## config.mk

```make
export PLATFORM = sky130hd
export DESIGN_NAME = periodic_task_tick_scheduler
export DESIGN_NICKNAME = d
export VERILOG_FILES = /design/src/rtl/ptts_pkg.sv /design/src/rtl/ptts_sel.sv /design/src/rtl/periodic_task_tick_scheduler.sv
export SDC_FILE = /design/constraint.sdc
export NUM_CORES = 1
export LEC_CHECK = 0
export BUFFER_PORTS_ARGS = -buffer_cell sky130_fd_sc_hd__buf_2
export CAP_MARGIN = 25
export CORE_MARGIN = 5
export CORE_UTILIZATION = 55
export DETAILED_ROUTE_END_ITERATION = 10
export HOLD_SLACK_MARGIN = 0.05
export PLACE_DENSITY = 0.77
export SLEW_MARGIN = 10
export SYNTH_ARGS = -nofsm -noshare
export SYNTH_HDL_FRONTEND = slang
export SYNTH_SLANG_ARGS = --single-unit
```

## constraint.sdc

```tcl
create_clock -name clk -period 11.6 [get_ports clk]
set_clock_uncertainty 0.15 [all_clocks]
set_input_delay 3.48 -clock clk [delete_from_list [all_inputs] [get_ports clk]]
set_output_delay 3.48 -clock clk [all_outputs]
set_load 0.01 [all_outputs]
```

## src/rtl/ptts_pkg.sv

```systemverilog
// ----------------------------------------------------------------------------
// ptts_pkg
// Shared sizes, codes and types of the periodic task tick scheduler.
// ----------------------------------------------------------------------------
`default_nettype none

package ptts_pkg;

  localparam int NUM_TASKS = 16;
  localparam int IDX_W     = (NUM_TASKS > 1) ? $clog2(NUM_TASKS) : 1;
  localparam int CNT_W     = $clog2(NUM_TASKS + 1);
  localparam int VAL_W     = 16;
  localparam int TIME_W    = 32;
  localparam int RUN_W     = 4;
  localparam int IN_W      = 40;
  localparam int OUT_W     = 40;
  localparam int CFG_W     = 5;

  // Input commands
  localparam logic [1:0] CMD_LOAD    = 2'd0;
  localparam logic [1:0] CMD_TICK    = 2'd1;
  localparam logic [1:0] CMD_RESTART = 2'd2;

  // Configuration register indexes
  localparam logic CFG_MODE  = 1'b0;
  localparam logic CFG_COUNT = 1'b1;

  // Per-task dynamic state
  typedef struct packed {
    logic [VAL_W-1:0] rem;
    logic [VAL_W-1:0] cd;
  } dyn_t;

  // One entry as seen by the selection stage
  typedef struct packed {
    logic [VAL_W-1:0] exec_time;
    logic [VAL_W-1:0] period;
    dyn_t             dyn;
  } ent_t;

  // Control from the sequencer to the selection stage
  typedef struct packed {
    logic             start;
    logic             proc;
    logic             mode;
  } sel_ctl_t;

  // Current winner of a scan
  typedef struct packed {
    logic             vld;
    logic [IDX_W-1:0] idx;
    dyn_t             dyn;
  } best_t;

endpackage

`default_nettype wire

```

## src/rtl/ptts_sel.sv

```systemverilog
// ----------------------------------------------------------------------------
// ptts_sel
// Release and selection stage: applies the release rule to one entry per
// cycle, gives its write-back value and keeps the best candidate so far.
// ----------------------------------------------------------------------------
`default_nettype none

module ptts_sel import ptts_pkg::*; (
  input  logic             clk,
  input  logic             rst_n,
  input  sel_ctl_t         ctl,
  input  logic [IDX_W-1:0] ent_idx,
  input  ent_t             ent,
  output dyn_t             wr_dyn,
  output best_t            best
);

  logic             rel;
  logic [VAL_W-1:0] rem1;
  logic [VAL_W-1:0] cd1;
  logic [VAL_W-1:0] key;
  logic [VAL_W-1:0] cdn;
  logic             take;

  logic             best_vld_r;
  logic [IDX_W-1:0] best_idx_r;
  logic [VAL_W-1:0] best_key_r;
  dyn_t             best_dyn_r;

  // Release on zero countdown, then pick key and decremented countdown
  always_comb begin
    rel    = (ent.dyn.cd == '0);
    rem1   = rel ? ent.exec_time : ent.dyn.rem;
    cd1    = rel ? ent.period    : ent.dyn.cd;
    key    = ctl.mode ? cd1 : ent.period;
    cdn    = (cd1 != '0) ? (cd1 - VAL_W'(1)) : '0;
    take   = ctl.proc && (rem1 != '0) && (!best_vld_r || (key < best_key_r));
    wr_dyn = '{rem: rem1, cd: cdn};
  end

  // Hold the winner flag; strict compare keeps the lowest index on ties
  always_ff @(posedge clk) begin
    if (!rst_n) begin
      best_vld_r <= 1'b0;
    end else if (ctl.start) begin
      best_vld_r <= 1'b0;
    end else if (take) begin
      best_vld_r <= 1'b1;
    end
  end

  // Capture winner payload with its work already charged for this tick
  always_ff @(posedge clk) begin
    if (take) begin
      best_idx_r <= ent_idx;
      best_key_r <= key;
      best_dyn_r <= '{rem: rem1 - VAL_W'(1), cd: cdn};
    end
  end

  assign best = '{vld: best_vld_r, idx: best_idx_r, dyn: best_dyn_r};

endmodule

`default_nettype wire

```

## src/rtl/periodic_task_tick_scheduler.sv

```systemverilog
// ----------------------------------------------------------------------------
// periodic_task_tick_scheduler
// Rate-monotonic / earliest-deadline-first tick scheduler over a task table.
// ----------------------------------------------------------------------------
// A load or restart transfer gives no result. A tick runs from its transfer
// to its result in these steps: the scan reads the first active_task_count
// entries (count capped at NUM_TASKS) one per cycle through the single read
// port of the task memories, each entry is released, compared and written
// back as it streams past, the read pipeline drains the last entry, and a
// final step charges one tick of work to the winner and loads the output
// register. The next item is taken while a result still waits in the output
// register; a tick result waits for that register to drain. Restart clears
// the dynamic state through per-entry valid bits; the task table itself
// keeps its contents.
`default_nettype none

module periodic_task_tick_scheduler import ptts_pkg::*; (
  input  logic              clk,
  input  logic              rst_n,
  // Input stream: command[1:0], task_index[5:2], exec_time[21:6],
  // task_period[37:22], zero pad [39:38]
  input  logic              in_tvalid,
  output logic              in_tready,
  input  logic [IN_W-1:0]   in_tdata,
  // Result stream: busy_res[0], running_task[4:1], tick_time[36:5],
  // zero pad [39:37]
  output logic              out_tvalid,
  input  logic              out_tready,
  output logic [OUT_W-1:0]  out_tdata,
  // Configuration write port
  input  logic              cfg_wen,
  input  logic              cfg_index,
  input  logic [CFG_W-1:0]  cfg_wdata
);

  typedef enum logic [1:0] {ST_IDLE, ST_SCAN, ST_FIN} state_t;

  state_t             state_r;
  logic [CNT_W-1:0]   idx_r;
  logic               proc_r;
  logic [IDX_W-1:0]   proc_idx_r;
  logic [TIME_W-1:0]  time_r;
  logic               mode_r;
  logic [CFG_W-1:0]   count_r;
  logic               out_valid_r;
  logic               out_busy_r;
  logic [RUN_W-1:0]   out_task_r;
  logic [TIME_W-1:0]  out_time_r;
  logic [NUM_TASKS-1:0] dyn_vld_r;

  logic [2*VAL_W-1:0] tbl_mem [NUM_TASKS];
  dyn_t               dyn_mem [NUM_TASKS];
  logic [2*VAL_W-1:0] tbl_rd_r;
  dyn_t               dyn_rd_r;
  logic               vld_rd_r;

  logic [1:0]         in_cmd;
  logic [3:0]         in_task_index;
  logic [VAL_W-1:0]   in_exec_time;
  logic [VAL_W-1:0]   in_task_period;
  logic               in_fire;
  logic               slot_free;
  logic [CNT_W-1:0]   cnt_eff;
  logic               issue;
  logic [IDX_W-1:0]   rd_addr;
  logic               load_ok;
  sel_ctl_t           sel_ctl;
  ent_t               ent;
  dyn_t               wr_dyn;
  best_t              best;

  // Unpack the input item
  assign in_cmd         = in_tdata[1:0];
  assign in_task_index  = in_tdata[5:2];
  assign in_exec_time   = in_tdata[21:6];
  assign in_task_period = in_tdata[37:22];

  assign in_tready = (state_r == ST_IDLE);
  assign in_fire   = in_tvalid && in_tready;
  assign slot_free = !out_valid_r || out_tready;
  assign load_ok   = (32'(in_task_index) < NUM_TASKS);

  // Saturate the active count and drive the scan read address
  assign cnt_eff = (32'(count_r) > NUM_TASKS) ? CNT_W'(NUM_TASKS) : CNT_W'(count_r);
  assign issue   = (state_r == ST_SCAN) && (idx_r < cnt_eff);
  assign rd_addr = idx_r[IDX_W-1:0];

  // Configuration registers
  always_ff @(posedge clk) begin
    if (!rst_n) begin
      mode_r  <= 1'b0;
      count_r <= CFG_W'(1);
    end else if (cfg_wen) begin
      case (cfg_index)
        CFG_MODE:  mode_r  <= cfg_wdata[0];
        CFG_COUNT: count_r <= cfg_wdata;
        default:   ;
      endcase
    end
  end

  // Sequencer, time counter and output register
  always_ff @(posedge clk) begin
    if (!rst_n) begin
      state_r     <= ST_IDLE;
      idx_r       <= '0;
      proc_r      <= 1'b0;
      time_r      <= '0;
      out_valid_r <= 1'b0;
    end else begin
      proc_r <= issue;
      if (out_valid_r && out_tready) begin
        out_valid_r <= 1'b0;
      end
      case (state_r)
        ST_IDLE: begin
          if (in_fire && (in_cmd == CMD_TICK)) begin
            state_r <= ST_SCAN;
            idx_r   <= '0;
          end else if (in_fire && (in_cmd == CMD_RESTART)) begin
            time_r <= '0;
          end
        end
        ST_SCAN: begin
          if (issue) begin
            idx_r <= idx_r + CNT_W'(1);
          end else if (!proc_r) begin
            state_r <= ST_FIN;
          end
        end
        ST_FIN: begin
          if (slot_free) begin
            out_valid_r <= 1'b1;
            out_busy_r  <= best.vld;
            out_task_r  <= best.vld ? RUN_W'(best.idx) : '0;
            out_time_r  <= time_r;
            time_r      <= time_r + TIME_W'(1);
            state_r     <= ST_IDLE;
          end
        end
        default: state_r <= ST_IDLE;
      endcase
    end
  end

  // Track the entry under processing, registered from its read address
  always_ff @(posedge clk) begin
    proc_idx_r <= rd_addr;
  end

  // Valid bits of the dynamic state: restart clears, write-back sets
  always_ff @(posedge clk) begin
    if (!rst_n) begin
      dyn_vld_r <= '0;
    end else if (in_fire && (in_cmd == CMD_RESTART)) begin
      dyn_vld_r <= '0;
    end else if (proc_r) begin
      dyn_vld_r[proc_idx_r] <= 1'b1;
    end
  end

  // Task table memory: load writes, scan reads
  always_ff @(posedge clk) begin
    if (in_fire && (in_cmd == CMD_LOAD) && load_ok) begin
      tbl_mem[IDX_W'(in_task_index)] <= {in_exec_time, in_task_period};
    end
    if (issue) begin
      tbl_rd_r <= tbl_mem[rd_addr];
    end
  end

  // Dynamic state memory: scan write-back, then winner update at the end
  always_ff @(posedge clk) begin
    if (proc_r) begin
      dyn_mem[proc_idx_r] <= wr_dyn;
    end else if ((state_r == ST_FIN) && slot_free && best.vld) begin
      dyn_mem[best.idx] <= best.dyn;
    end
    if (issue) begin
      dyn_rd_r <= dyn_mem[rd_addr];
      vld_rd_r <= dyn_vld_r[rd_addr];
    end
  end

  // Entry view with cleared state where the valid bit is low
  always_comb begin
    ent.exec_time = tbl_rd_r[2*VAL_W-1:VAL_W];
    ent.period    = tbl_rd_r[VAL_W-1:0];
    ent.dyn       = vld_rd_r ? dyn_rd_r : '0;
    sel_ctl       = '{start: in_fire && (in_cmd == CMD_TICK), proc: proc_r, mode: mode_r};
  end

  ptts_sel u_sel (
    .clk     (clk),
    .rst_n   (rst_n),
    .ctl     (sel_ctl),
    .ent_idx (proc_idx_r),
    .ent     (ent),
    .wr_dyn  (wr_dyn),
    .best    (best)
  );

  assign out_tvalid = out_valid_r;
  assign out_tdata  = {3'b000, out_time_r, out_task_r, out_busy_r};

endmodule

`default_nettype wire

```

==> results.cfg <==
[final_layout]
finish.net_count = 2587
final_layout_size_suffix_gt1_share_pct = 27.62
most-common-layout-cells = 1,178 x sky130_fd_sc_hd__edfxtp_1, 325 x sky130_fd_sc_hd__mux4_2, 118 x sky130_fd_sc_hd__clkbuf_16
final_common_cell = sky130_fd_sc_hd__edfxtp_1
synthToLayoutAreaGrowth_pct = 12.61

[synth]
synth.largest_area_cell = sky130_fd_sc_hd__edfxtp_1
ys_async_sr_fraction_pct = 0
syn-mean-instance-area_sq_um = 20.78
synth_cell_types = 59
synth_enable_flop_cells = 1178
yosysSeqAreaShare_pct = 75.76
syn_area_sq_um = 48490
synthCells = 2334
yosys_register_bits = 1246
yosysWarnings = 0
post-synth-top-area-fraction_pct = 72.95
netlist_top_cells_area = sky130_fd_sc_hd__edfxtp_1 73%, sky130_fd_sc_hd__mux4_2 15%, sky130_fd_sc_hd__dfxtp_1 2.8%
ys.flop_type = sky130_fd_sc_hd__edfxtp_1

[run]
cap_violations = 0

[die]
die_outline_area_sq_um = 94210
core.rowCount = 109
initial_core_util_pct = 55.13
die_width_microns = 306.9
die_height_microns = 306.9
placeableCoreArea_sq_um = 87970
num_ports = 93

[grt]
antenna_found_initial = 7
grt.total_usage_pct = 23.43
via_count_of_the_first_global_routing_pass = 25180
grt_max_degree = 132
grt_first_pass_wirelength_microns = 164200
grt_remaining_overflow = 0

[placed_design]
count_of_buffers_from_port_buffering = 87
hpwl_microns = 56180
place.gp.congestion = 0.8653

[power]
power_leakage_nw = 16.94
power.density_nw_per_um2 = 161.0
ir_drop_uv = 145.2

[cts]
clock-root-buffer = sky130_fd_sc_hd__clkbuf_16
cts_setup_buffers = 0
tritoncts_clock_tree = yes
clock_insertion_delay_worst_skew_ns = 0.68
hold_buffers = 0
clock_tree.htree_level_count = 3
tritoncts_num_sinks = 1246
cts-buffers-inserted = 117
clk_path_buf_depth = 3
cts.clk_slew.worst_paths_ns = 0.06
cts_resized = 0

[routing]
firstDrtPassIters = 6
wl_per_cell_microns = 29.54
wirelength_microns = 111600
vias_per_cell = 6.476
via_count = 24470
drtIter0Drc = 3187
drt_drc_violations_left = 0
final_antenna_net_count = 0

[sta]
finalSetupViolCount = 0
timing_hold_violations_final = 0
worst_slew_pin_slew_ns = 1.082
finalMaxSlewViolations = 0
fin_hold_ws_ns = 0.2916
grt_setup_unrepaired = false
timing.setup.tns_ns = 0
fin_crit_sh_pct = 51.37
clock.fmax_mhz = 167.8
slew-limit-headroom_pct = 27.90
final_period_minus_worst_setup_slack_ns = 5.959

[min_path]
min-delay-path-class = register to register

[worst_setup_path]
timing.setup.critical_path_class = primary input to register
cp-start-kind = primary input
worst_ep_arrival_time_ns = 6.12
worstPathMaxFanout = 27
worst_setup_path_end_kind = register
cp.required_ns = 11.76

[outcome]
status = completed
-- final timing paths --
kind                                         to  cells past startpoint  slack [ns]          from
worst max register to register   u_sel.best[25]                     12        5.98  dyn_rd_r[14]
worst min register to register   out_time_r[30]                      0        0.29    time_r[30]
worst min-delay path             out_time_r[30]                      0        0.29    time_r[30]
worst max-delay path            tbl_mem[12][24]                      5        5.64   in_tdata[1]
-- sequential cells by signal, summed over array words and instances, names as in the netlist, 5 cells and up --
signal and cells:
count_r 5, u_sel.best 32, idx_r 5, u_sel.best_key_r 16, dyn_mem 512, tbl_mem 512, dyn_rd_r 32, time_r 32
dyn_vld_r 16, tbl_rd_r 32, out_time_r 32
-- cells in the mapped netlist (6+ instances only) --
library cell and count:
sky130_fd_sc_hd__edfxtp_1 1178, sky130_fd_sc_hd__mux4_2 325, sky130_fd_sc_hd__nor2_1 143, sky130_fd_sc_hd__clkbuf_1 83, sky130_fd_sc_hd__dfxtp_1 68, sky130_fd_sc_hd__nand2_1 66, sky130_fd_sc_hd__a21oi_1 46, sky130_fd_sc_hd__nor3_1 33
sky130_fd_sc_hd__xnor2_1 33, sky130_fd_sc_hd__inv_1 31, sky130_fd_sc_hd__xor2_1 29, sky130_fd_sc_hd__ha_1 25, sky130_fd_sc_hd__mux2i_1 21, sky130_fd_sc_hd__nand3_1 19, sky130_fd_sc_hd__o31ai_1 19, sky130_fd_sc_hd__buf_1 16
sky130_fd_sc_hd__o21ai_0 16, sky130_fd_sc_hd__a22oi_1 13, sky130_fd_sc_hd__nand4_1 13, sky130_fd_sc_hd__a22o_1 12, sky130_fd_sc_hd__a21o_1 10, sky130_fd_sc_hd__and2_1 10, sky130_fd_sc_hd__nor2b_1 10, sky130_fd_sc_hd__a31oi_1 9
sky130_fd_sc_hd__nor4_1 8, sky130_fd_sc_hd__or3_1 8, sky130_fd_sc_hd__a21boi_0 7, sky130_fd_sc_hd__and3_1 7, sky130_fd_sc_hd__nand2b_1 7, sky130_fd_sc_hd__buf_4 6
-- cell families (layout without fill, tap and decap cells) --
| group | after synthesis | after routing | synth area share [%] |
|---|---|---|---|
| other cells | 1 | 7 | 0.007733 |
| simple gates | 356 | 356 | 3.558 |
| fa+ha+maj | 25 | 25 | 0.6451 |
| mux | 350 | 350 | 15.62 |
| xor+xnor | 62 | 62 | 1.120 |
| compound gates | 152 | 152 | 2.118 |
| buf+inv | 142 | 416 | 1.174 |
| flops | 1246 | 1246 | 75.76 |
-- power breakdown --
group	leakage [nW]	switching, W	internal (W)
sequential	11.2	0.0000140	0.00491
clock	1.81	0.00165	0.00203
combinational	3.96	0.000110	0.0000695
total	16.9	0.00177	0.00702
-- per-layer routing --
layer	GRT usage, %	vias up	routed length [microns]
met1	31.63	12730	40770
met2	40.66	1492	57940
li1	-	9982	-
met4	6.325	6	3205
met3	3.609	262	9690
met5	0	-	45
-- metrics by stage --
stage / util, % / total power (W) / cells / cell area [sq um] / setup slack, ns
2_1_floorplan: - / 0.005125 / 2336 / 48500 / 3.877
3_3_place_gp: 57.67 / 0.005185 / 3542 / 50730 / 5.281
3_5_place_dp: 57.69 / 0.005197 / 3544 / 50740 / 5.013
4_1_cts: 61.86 / 0.008825 / 3762 / 54420 / 5.671
5_1_grt: 62.07 / 0.009048 / 3777 / 54600 / 5.502
6_report: 62.08 / 0.008791 / 3779 / 54610 / 5.641
-- cell type report --
class	instances	area (sq um)
flip-flops and latches	1246	36750
fillers	5647	33360
multi-input cells	948	11500
clock buffers	142	3053
well taps	1165	1458
repair buffers	167	1106
clock inverters	76	618.1
inverters	31	117.6
diodes	4	10.01
-- worst max-delay path, cell delays in order --
cell and delay [ns]:
sky130_fd_sc_hd__buf_2 0.11, sky130_fd_sc_hd__nor4b_1 0.67, sky130_fd_sc_hd__nand4b_1 0.57, sky130_fd_sc_hd__nor3_2 0.67, sky130_fd_sc_hd__buf_4 0.59
No activity file was read; power rests on OpenSTA's default activity.
